File: config.mk
export PLATFORM = sky130hd
export DESIGN_NAME = button_press_autorepeat_scanner_flat
export DESIGN_NICKNAME = d
export VERILOG_FILES = /design/src/bpas_pkg.sv /design/src/bpas_in_if.sv /design/src/bpas_out_if.sv /design/src/bpas_channel.sv /design/src/button_press_autorepeat_scanner.sv /design/src/flat_wrapper.sv
export SDC_FILE = /design/constraint.sdc
export NUM_CORES = 1
export LEC_CHECK = 0
export BUFFER_PORTS_ARGS = -buffer_cell sky130_fd_sc_hd__clkbuf_2
export CAP_MARGIN = 20
export CORE_UTILIZATION = 35
export DETAILED_ROUTE_END_ITERATION = 8
export PLACE_DENSITY = 0.54
export SYNTH_ARGS = -nofsm -noshare
export SYNTH_HDL_FRONTEND = slang
export SYNTH_HIERARCHICAL = 1
export SYNTH_SLANG_ARGS = --single-unit
File: constraint.sdc
create_clock -name clk -period 4.8 [get_ports clk]
set_input_delay 1.44 -clock clk [delete_from_list [all_inputs] [get_ports clk]]
set_output_delay 1.44 -clock clk [all_outputs]
set_load 0.01 [all_outputs]
File: src/bpas_pkg.sv
// ----------------------------------------------------------------------------
// bpas_pkg - button scanner shared definitions
// Field widths, register indexes, reset values and the structs passed
// between the top level and the per-channel state.
// ----------------------------------------------------------------------------
package bpas_pkg;

  // Fixed payload widths
  localparam int NUM_PINS   = 4;
  localparam int CH_W       = 2;
  localparam int CNT_W      = 16;
  localparam int CFG_IDX_W  = 3;
  localparam int CFG_DATA_W = 16;

  // Item kinds
  localparam logic ACT_TICK  = 1'b0;
  localparam logic ACT_QUERY = 1'b1;

  // Configuration register indexes
  localparam logic [CFG_IDX_W-1:0] CFG_DETECT_TICKS  = 3'd0;
  localparam logic [CFG_IDX_W-1:0] CFG_DELAY_TICKS   = 3'd1;
  localparam logic [CFG_IDX_W-1:0] CFG_REPEAT_TICKS  = 3'd2;
  localparam logic [CFG_IDX_W-1:0] CFG_ACTIVE_LEVEL  = 3'd3;
  localparam logic [CFG_IDX_W-1:0] CFG_QUERY_ENABLE  = 3'd4;
  localparam logic [CFG_IDX_W-1:0] CFG_EVENTS_ENABLE = 3'd5;

  // Reset values
  localparam logic [CNT_W-1:0]    DETECT_TICKS_RST = 16'd60;
  localparam logic [CNT_W-1:0]    DELAY_TICKS_RST  = 16'd250;
  localparam logic [CNT_W-1:0]    REPEAT_TICKS_RST = 16'd200;
  localparam logic [NUM_PINS-1:0] ACTIVE_LEVEL_RST = 4'd0;

  localparam logic [CNT_W-1:0] CNT_MAX = '1;

  // Autorepeat thresholds shared by every channel
  typedef struct packed {
    logic [CNT_W-1:0] detect_ticks;
    logic [CNT_W-1:0] delay_ticks;
    logic [CNT_W-1:0] repeat_ticks;
  } thr_t;

  // Per-channel status seen by the top level
  typedef struct packed {
    logic             down_next;
    logic             press_flag;
    logic             release_flag;
    logic             repeat_flag;
    logic [CNT_W-1:0] repeat_count;
  } chan_stat_t;

endpackage

File: src/bpas_in_if.sv
// ----------------------------------------------------------------------------
// bpas_in_if - scanner item channel
// Valid/ready channel carrying one tick or query item.
// ----------------------------------------------------------------------------
interface bpas_in_if;
  import bpas_pkg::*;

  logic                valid;
  logic                ready;
  logic                action;
  logic [NUM_PINS-1:0] pin_levels;
  logic [CH_W-1:0]     channel;

  modport source (output valid, action, pin_levels, channel, input ready);
  modport sink   (input valid, action, pin_levels, channel, output ready);

endinterface

File: src/bpas_out_if.sv
// ----------------------------------------------------------------------------
// bpas_out_if - scanner result channel
// Valid/ready channel carrying one result per item.
// ----------------------------------------------------------------------------
interface bpas_out_if;
  import bpas_pkg::*;

  logic                valid;
  logic                ready;
  logic [NUM_PINS-1:0] pressed_mask;
  logic                press_seen;
  logic                release_seen;
  logic [CNT_W-1:0]    repeat_number;

  modport source (output valid, pressed_mask, press_seen, release_seen, repeat_number,
                  input ready);
  modport sink   (input valid, pressed_mask, press_seen, release_seen, repeat_number,
                  output ready);

endinterface

File: src/bpas_channel.sv
// ----------------------------------------------------------------------------
// bpas_channel - one button channel
// Debounced-level edge detection, hold counter with three-stage autorepeat
// thresholds, saturating repeat count and sticky event flags.
// ----------------------------------------------------------------------------
module bpas_channel (
  input  logic               clk,
  input  logic               rst,
  input  logic               tick_go,
  input  logic               pressed,
  input  logic               clear,
  input  logic               events_enable,
  input  bpas_pkg::thr_t     thr,
  output bpas_pkg::chan_stat_t stat
);
  import bpas_pkg::*;

  logic             is_down;
  logic [CNT_W-1:0] hold_count;
  logic [CNT_W-1:0] repeat_count;
  logic             press_flag;
  logic             release_flag;
  logic             repeat_flag;

  logic [CNT_W-1:0] hold_inc;
  logic [CNT_W-1:0] threshold;
  logic             fire;

  assign hold_inc = hold_count + CNT_W'(1);

  // First repeat waits detect, second waits delay, later ones wait repeat
  always_comb begin
    priority if (repeat_count == CNT_W'(0)) begin
      threshold = thr.detect_ticks;
    end else if (repeat_count == CNT_W'(1)) begin
      threshold = thr.delay_ticks;
    end else begin
      threshold = thr.repeat_ticks;
    end
  end

  assign fire = (hold_inc >= threshold);

  always_ff @(posedge clk) begin
    if (rst) begin
      is_down      <= 1'b0;
      hold_count   <= '0;
      repeat_count <= '0;
      press_flag   <= 1'b0;
      release_flag <= 1'b0;
      repeat_flag  <= 1'b0;
    end else if (tick_go) begin
      if (pressed) begin
        if (!is_down) begin
          press_flag <= events_enable;
        end
        is_down <= 1'b1;
        if (fire) begin
          hold_count  <= '0;
          repeat_flag <= events_enable;
          if (repeat_count != CNT_MAX) begin
            repeat_count <= repeat_count + CNT_W'(1);
          end
        end else begin
          hold_count <= hold_inc;
        end
      end else begin
        // Hold counter keeps its value across a release
        if (is_down) begin
          release_flag <= events_enable;
        end
        is_down      <= 1'b0;
        repeat_count <= '0;
      end
    end else if (clear) begin
      press_flag   <= 1'b0;
      release_flag <= 1'b0;
      repeat_flag  <= 1'b0;
    end
  end

  always_comb begin
    stat.down_next    = tick_go ? pressed : is_down;
    stat.press_flag   = press_flag;
    stat.release_flag = release_flag;
    stat.repeat_flag  = repeat_flag;
    stat.repeat_count = repeat_count;
  end

endmodule

File: src/button_press_autorepeat_scanner.sv
// ----------------------------------------------------------------------------
// button_press_autorepeat_scanner - key scanner with typematic autorepeat
// Samples button pins on tick transactions, latches press, release and
// repeat events per channel, and reports and clears them on queries.
// ----------------------------------------------------------------------------
// Each transaction on items is either a tick (sample every pin) or a query
// (read and clear one channel's latched events); every transaction yields
// exactly one result transaction. The block takes one transaction per clock
// cycle while results.ready lets the result register drain; a transaction
// is held in the input register and then in the result register. Only
// results.ready holds the flow back: the input register and the result
// register together act as a two-entry pipeline, so a new transaction is
// still taken into an empty input register while a finished result waits to
// be taken. Channel state (level, hold counter, repeat counter, event flags)
// lives in flops, one bpas_channel per button, all updated in parallel when
// the transaction in the input register moves to the result register.
// Configuration writes are taken at any cycle with cfg_wr_en high and must
// only be issued while no transaction is in flight.
// ----------------------------------------------------------------------------
module button_press_autorepeat_scanner #(
  parameter int NUM_BUTTONS = 4
) (
  input  logic                                clk,
  input  logic                                rst,
  input  logic                                cfg_wr_en,
  input  logic [bpas_pkg::CFG_IDX_W-1:0]      cfg_index,
  input  logic [bpas_pkg::CFG_DATA_W-1:0]     cfg_data,
  bpas_in_if.sink                             items,
  bpas_out_if.source                          results
);
  import bpas_pkg::*;

  // Configuration registers
  thr_t                thr;
  logic [NUM_PINS-1:0] active_level_mask;
  logic                query_enable;
  logic                events_enable;

  // Input register
  logic                s1_valid;
  logic                s1_action;
  logic [NUM_PINS-1:0] s1_pins;
  logic [CH_W-1:0]     s1_channel;

  logic advance;
  logic tick_go;
  logic query_go;

  chan_stat_t stat [NUM_BUTTONS];
  chan_stat_t qview [NUM_PINS];
  chan_stat_t qsel;

  logic [NUM_PINS-1:0] down_view;

  // Configuration write port
  always_ff @(posedge clk) begin
    if (rst) begin
      thr.detect_ticks  <= DETECT_TICKS_RST;
      thr.delay_ticks   <= DELAY_TICKS_RST;
      thr.repeat_ticks  <= REPEAT_TICKS_RST;
      active_level_mask <= ACTIVE_LEVEL_RST;
      query_enable      <= 1'b1;
      events_enable     <= 1'b1;
    end else if (cfg_wr_en) begin
      unique case (cfg_index)
        CFG_DETECT_TICKS:  thr.detect_ticks  <= cfg_data;
        CFG_DELAY_TICKS:   thr.delay_ticks   <= cfg_data;
        CFG_REPEAT_TICKS:  thr.repeat_ticks  <= cfg_data;
        CFG_ACTIVE_LEVEL:  active_level_mask <= cfg_data[NUM_PINS-1:0];
        CFG_QUERY_ENABLE:  query_enable      <= cfg_data[0];
        CFG_EVENTS_ENABLE: events_enable     <= cfg_data[0];
        default: begin
          // Drop writes to unmapped indexes
        end
      endcase
    end
  end

  // Advance the input register whenever the result register is free or
  // being emptied this cycle.
  assign advance     = s1_valid && (!results.valid || results.ready);
  assign items.ready = !s1_valid || advance;
  assign tick_go     = advance && (s1_action == ACT_TICK);
  assign query_go    = advance && (s1_action == ACT_QUERY) && query_enable;

  always_ff @(posedge clk) begin
    if (rst) begin
      s1_valid <= 1'b0;
    end else if (items.ready) begin
      s1_valid <= items.valid;
    end
  end

  always_ff @(posedge clk) begin
    if (items.valid && items.ready) begin
      s1_action  <= items.action;
      s1_pins    <= items.pin_levels;
      s1_channel <= items.channel;
    end
  end

  // One channel per button. Channels without a pin are tied to pressed, so
  // they count as held; only channels reachable by the query field get a
  // clear.
  for (genvar i = 0; i < NUM_BUTTONS; i++) begin : g_chan
    logic pressed;
    logic clear;

    if (i < NUM_PINS) begin : g_pin
      assign pressed = (s1_pins[i] == active_level_mask[i]);
      assign clear   = query_go && (s1_channel == CH_W'(i));
    end else begin : g_nopin
      assign pressed = 1'b1;
      assign clear   = 1'b0;
    end

    bpas_channel u_chan (
      .clk           (clk),
      .rst           (rst),
      .tick_go       (tick_go),
      .pressed       (pressed),
      .clear         (clear),
      .events_enable (events_enable),
      .thr           (thr),
      .stat          (stat[i])
    );
  end

  // Query view over the channel field's range; missing channels read zero
  for (genvar j = 0; j < NUM_PINS; j++) begin : g_view
    if (j < NUM_BUTTONS) begin : g_real
      assign qview[j]     = stat[j];
      assign down_view[j] = stat[j].down_next;
    end else begin : g_absent
      assign qview[j]     = '0;
      assign down_view[j] = 1'b0;
    end
  end

  assign qsel = qview[s1_channel];

  // Result register: pressed_mask reflects the state after this item,
  // event fields reflect the flags before the query clears them.
  always_ff @(posedge clk) begin
    if (rst) begin
      results.valid <= 1'b0;
    end else if (advance) begin
      results.valid <= 1'b1;
    end else if (results.ready) begin
      results.valid <= 1'b0;
    end
  end

  always_ff @(posedge clk) begin
    if (advance) begin
      results.pressed_mask  <= query_enable ? down_view : '0;
      results.press_seen    <= query_go && qsel.press_flag;
      results.release_seen  <= query_go && qsel.release_flag;
      results.repeat_number <= (query_go && qsel.repeat_flag) ? qsel.repeat_count : '0;
    end
  end

endmodule

File: src/flat_wrapper.sv
// flat-port wrapper written by rule: the top's interface ports become plain ports
module button_press_autorepeat_scanner_flat import bpas_pkg::*;
#(
  parameter int NUM_BUTTONS = 4
)
  (clk, rst, cfg_wr_en, cfg_index, cfg_data, items_valid, items_action, items_pin_levels, items_channel, items_ready, results_valid, results_pressed_mask, results_press_seen, results_release_seen, results_repeat_number, results_ready);
  bpas_in_if items_i ();
  bpas_out_if results_i ();
  input  logic clk;
  input  logic rst;
  input  logic cfg_wr_en;
  input  logic [bpas_pkg::CFG_IDX_W-1:0] cfg_index;
  input  logic [bpas_pkg::CFG_DATA_W-1:0] cfg_data;
  input wire logic [$bits(items_i.valid)-1:0] items_valid;
  input wire logic [$bits(items_i.action)-1:0] items_action;
  input wire logic [$bits(items_i.pin_levels)-1:0] items_pin_levels;
  input wire logic [$bits(items_i.channel)-1:0] items_channel;
  output wire logic [$bits(items_i.ready)-1:0] items_ready;
  output wire logic [$bits(results_i.valid)-1:0] results_valid;
  output wire logic [$bits(results_i.pressed_mask)-1:0] results_pressed_mask;
  output wire logic [$bits(results_i.press_seen)-1:0] results_press_seen;
  output wire logic [$bits(results_i.release_seen)-1:0] results_release_seen;
  output wire logic [$bits(results_i.repeat_number)-1:0] results_repeat_number;
  input wire logic [$bits(results_i.ready)-1:0] results_ready;
  assign items_i.valid = items_valid;
  assign items_i.action = items_action;
  assign items_i.pin_levels = items_pin_levels;
  assign items_i.channel = items_channel;
  assign items_ready = items_i.ready;
  assign results_valid = results_i.valid;
  assign results_pressed_mask = results_i.pressed_mask;
  assign results_press_seen = results_i.press_seen;
  assign results_release_seen = results_i.release_seen;
  assign results_repeat_number = results_i.repeat_number;
  assign results_i.ready = results_ready;
  button_press_autorepeat_scanner #(.NUM_BUTTONS(NUM_BUTTONS)) u_core (.clk(clk), .rst(rst), .cfg_wr_en(cfg_wr_en), .cfg_index(cfg_index), .cfg_data(cfg_data), .items(items_i), .results(results_i));
endmodule
==> impl_metrics.toml <==
[sta]
period_share_pct = 92.8
hold_viol_final = 0
max_freq_mhz = 224
tns_ns = 0
finalMaxSlewViolations = 0
rsz0062_at_grt = "false"
min_period_ns = 4.46
tightestPinTransition_ns = 1.04
relSlewSlack_pct = 30.7
clock_skew_ns = 0.0160
fin_ws_ns = 0.344
finalSetupViolations = 0

[global_routing]
grt_max_degree = 58
grt_pass1_wl_mm = 70.1
grt_usage_pct = 20.2
grt_pass1_vias = 12300
antenna_found_initial = 0
grt_overflow = 0

[synthesis]
synthDistinctLibCells = 71
netlist_area_um2 = 15000
synthSimpleGateAreaFrac_pct = 24.8
synth_compound_area_share_pct = 11.9
synthArstFlopShare_pct = 0
yosysTopAreaCell = "dfxtp_1"
synth_top_flop_cell = "dfxtp_1"
synth_top_family_by_area = "simple AND/OR/NAND/NOR gates"
synth_edf_count = 29
syn_avg_cell_area_um2 = 8.67
synth_fp_nets = 1840
yosysWarnings = 6
synthXorXnorAreaFrac_pct = 7.01
synth_fa_ha_area_share_pct = 6.68
ys_seq_area_share_pct = 32.5
synth_area_leaders = "dfxtp_1 27%, ha_1 6.7%, nand2_1 6.1%"
muxShareOfSynthArea_pct = 13.0
synth.top_cell.area_share_pct = 26.7
synthCells = 1729
synth_seq_cells = 229

[status]
status = "finished, final reports clean"

[clocking]
clockBufferDepth = 3
clock-sinks = 229
root_buffer = "clkbuf_16"
cts_hold_buf = 0
clk_pin_slew_ns = 0.06
clk_latency_ns = 0.57
cts-buffers-inserted = 28
cts-htree-levels = 1
cts_tree = "done"
postCtsSetupRepairBufs = 0

[power]
leakagePower_nw = 6.26
powerDensity_nw_per_um2 = 269
ir_worst_vdd_mv = 0.253

[die]
rows = 75
io_pins = 55
die_h_um = 209
start_util_pct = 35.6
die_x_um = 209
die_area_um2 = 43700
design.core.area_um2 = 42100

[route]
avgRoutedWirePerCell_um = 19.1
ant_nets = 0
vias_per_cell = 5.52
via_count = 12900
drcViolationCount = 0
dr.pass1.iters = 5
drt-initial-drc-count = 1014
routed_wl_mm = 44.4

[critical_path]
worstPathArrival_ns = 4.89
cpMostUsedCell = "or3_1"
reg2reg_to = "u_core/g_chan[2].u_chan/hold_count[15]"
r2r_start = "u_core/g_chan[2].u_chan/repeat_count[10]"
cp-end-kind = "flip-flop"
critPathLaunchType = "flip-flop"
r2r_cells = 13
crit_chain = "or4_1 -> nor4_2 -> nand2_2 -> mux2_4 -> mux2i_1 -> ha_1 -> nand4_1 -> or3_1 -> o31ai_2 -> or3_1 -> buf_4 -> a21o_1 -> nor2_1"
crit_required_ns = 5.24
path_max_fanout = 16
worstSetupPathType = "flip-flop to flip-flop"
cp_slowest_cell = "or4_1"
slowest_delay_ns = 0.57
reg2reg_slack_ns = 0.34

[flow_run]
cap_violations = 0

[place]
place_ws_ns = 0.194
dp_hpwl_mm = 32.5
portBuffers = 54
routabilityCongestion = 0.885

[final_layout]
fillers = 4203
multi_input_area_um2 = 9540
diodes = 0
final_core_util_pct = 40.0
layout-drive-gt1-share_pct = 14.4
layout.nets = 1877
regArea_um2 = 4870
area.growth.synth_to_final_pct = 12.3

[hold_path]
min-delay-path-class = "flip-flop to flip-flop"
min_to = "u_core/g_chan[1].u_chan/press_flag"
hold_depth = 2
hold_start = "u_core/g_chan[1].u_chan/press_flag"
power breakdown:
group	total, mW	switching (mW)	internal, mW	leakage (nW)
Clock	2.26	0.880	1.38	0.470
Combinational	0.267	0.170	0.0971	3.90
Sequential	2.01	0.0382	1.97	1.89
per-layer routing:
metal | GRT usage, % | vias to the layer above | part of all wire (%)
li1 | - | 6285 | -
met1 | 27.8 | 6103 | 47
met2 | 32.8 | 394 | 45
met3 | 2.46 | 74 | 4.9
met4 | 6.01 | 0 | 3.1
met5 | 0 | - | 0
flip-flops by register name, indices dropped and copies added, names as in the netlist:
register                           flops
u_core/query_enable                    1
u_core/results.press_seen              1
u_core/results.release_seen            1
u_core/g_chan.u_chan/release_flag      4
u_core/results.pressed_mask            4
u_core/s1_channel                      2
u_core/active_level_mask               4
u_core/s1_action                       1
u_core/g_chan.u_chan/press_flag        4
u_core/g_chan.u_chan/hold_count       64
u_core/results.repeat_number          16
u_core/g_chan.u_chan/repeat_count     64
u_core/results.valid                   1
u_core/g_chan.u_chan/is_down           4
u_core/s1_valid                        1
u_core/events_enable                   1
u_core/s1_pins                         4
u_core/thr                            48
u_core/g_chan.u_chan/repeat_flag       4
cells in the mapped netlist (all sizes together) (9+ instances only):
cell,number
inv,24
or3,28
a31oi,11
nand4,37
nand3b,13
mux2i,73
nor2b,24
ha,80
nand2b,19
nand3,95
a32oi,12
clkbuf,55
xnor2,65
o31ai,10
o211ai,21
dfxtp,200
nor4,23
xor2,55
nor2,148
a21oi,114
o21ai,44
nand2,246
and3,17
mux2,61
a21o,9
buf,47
or4,13
nor3,41
mux4,19
and2,27
edfxtp,29
layout make-up:
class                   count  share of cell area [%]
clock buffers              40                    4.79
clock inverters            12                   0.988
inverters                  24                   0.535
multi-input cells        1374                    56.7
flip-flops and latches    229                    29.0
well taps                 539                    4.01
repair buffers            109                    4.07
stage by stage:
step / cells / area, um2 / hold WS [ns] / power [mW]
2_1_floorplan: 1729 / 15000 / 0.432 / 2.20
5_1_grt: 2327 / 16800 / 0.473 / 4.69
3_3_place_gp: 2275 / 15800 / 0.443 / 2.31
3_5_place_dp: 2275 / 15800 / 0.452 / 2.31
6_report: 2327 / 16800 / 0.455 / 4.53
4_1_cts: 2327 / 16800 / 0.459 / 4.58
cell usage in the layout (no fill, tap or decap), types with 7 or more instances in the layout:
cell,netlist,final
nand2_1,242,242
dfxtp_1,200,200
nor2_1,148,148
a21oi_1,113,113
nand3_1,95,95
ha_1,80,80
mux2i_1,73,73
xnor2_1,65,65
buf_4,15,56
xor2_1,55,55
clkbuf_2,4,53
o21ai_0,43,43
nor3_1,41,41
nand4_1,35,35
clkbuf_16,0,29
edfxtp_1,29,29
or3_1,28,28
and2_1,27,27
mux2_4,27,27
inv_1,24,24
mux2_2,24,24
nor2b_1,24,23
o211ai_1,21,21
nand2b_1,19,19
mux4_2,19,19
nor4_1,19,17
and3_1,17,17
nand3b_1,13,13
or4_1,13,13
a32oi_1,12,12
a31oi_1,11,11
mux2_1,10,10
a21o_1,9,8
clkbuf_1,51,7
o31ai_1,7,7
repair_timing:
action,4_1_cts,5_1_grt
endpoints found under the hold margin,0,0
endpoints found under the setup margin,0,25
resized for setup,0,4
logic make-up (layout without fill, tap and decap cells):
group / after synthesis / count (layout)
XOR/XNOR: 120 / 120
adder cells (fa/ha/maj): 80 / 80
buffers and inverters: 126 / 185
multiplexers: 153 / 153
AND/OR/NAND/NOR: 754 / 754
flip-flops: 229 / 229
AO/OA/AOI/OAI: 267 / 267
worst max path at each step:
stage                                                   startpoint                                        to  slack [ns]  depth (start not counted)
after global routing      u_core/g_chan[0].u_chan/repeat_count[10]  u_core/g_chan[0].u_chan/repeat_count[10]        0.03                         13
after global placement    u_core/g_chan[0].u_chan/repeat_count[10]    u_core/g_chan[0].u_chan/hold_count[14]        0.25                         13
after floorplan           u_core/g_chan[1].u_chan/repeat_count[10]  u_core/g_chan[1].u_chan/repeat_count[15]        0.92                         12
after CTS                 u_core/g_chan[0].u_chan/repeat_count[10]     u_core/g_chan[0].u_chan/hold_count[2]        0.18                         13
after detailed placement  u_core/g_chan[0].u_chan/repeat_count[10]    u_core/g_chan[0].u_chan/hold_count[13]        0.19                         13
final                     u_core/g_chan[2].u_chan/repeat_count[10]    u_core/g_chan[2].u_chan/hold_count[15]        0.34                         13
critical path: cells and delay by family (launching register included):
| family | cells | cell delay (ns) |
|---|---|---|
| compound gates | 2 | 0.74 |
| fa+ha+maj | 1 | 0.19 |
| buf+inv | 1 | 0.22 |
| flops | 1 | 0.38 |
| mux | 2 | 0.61 |
| simple gates | 7 | 2.18 |
Note: power is estimated with default switching activity, not from simulation.
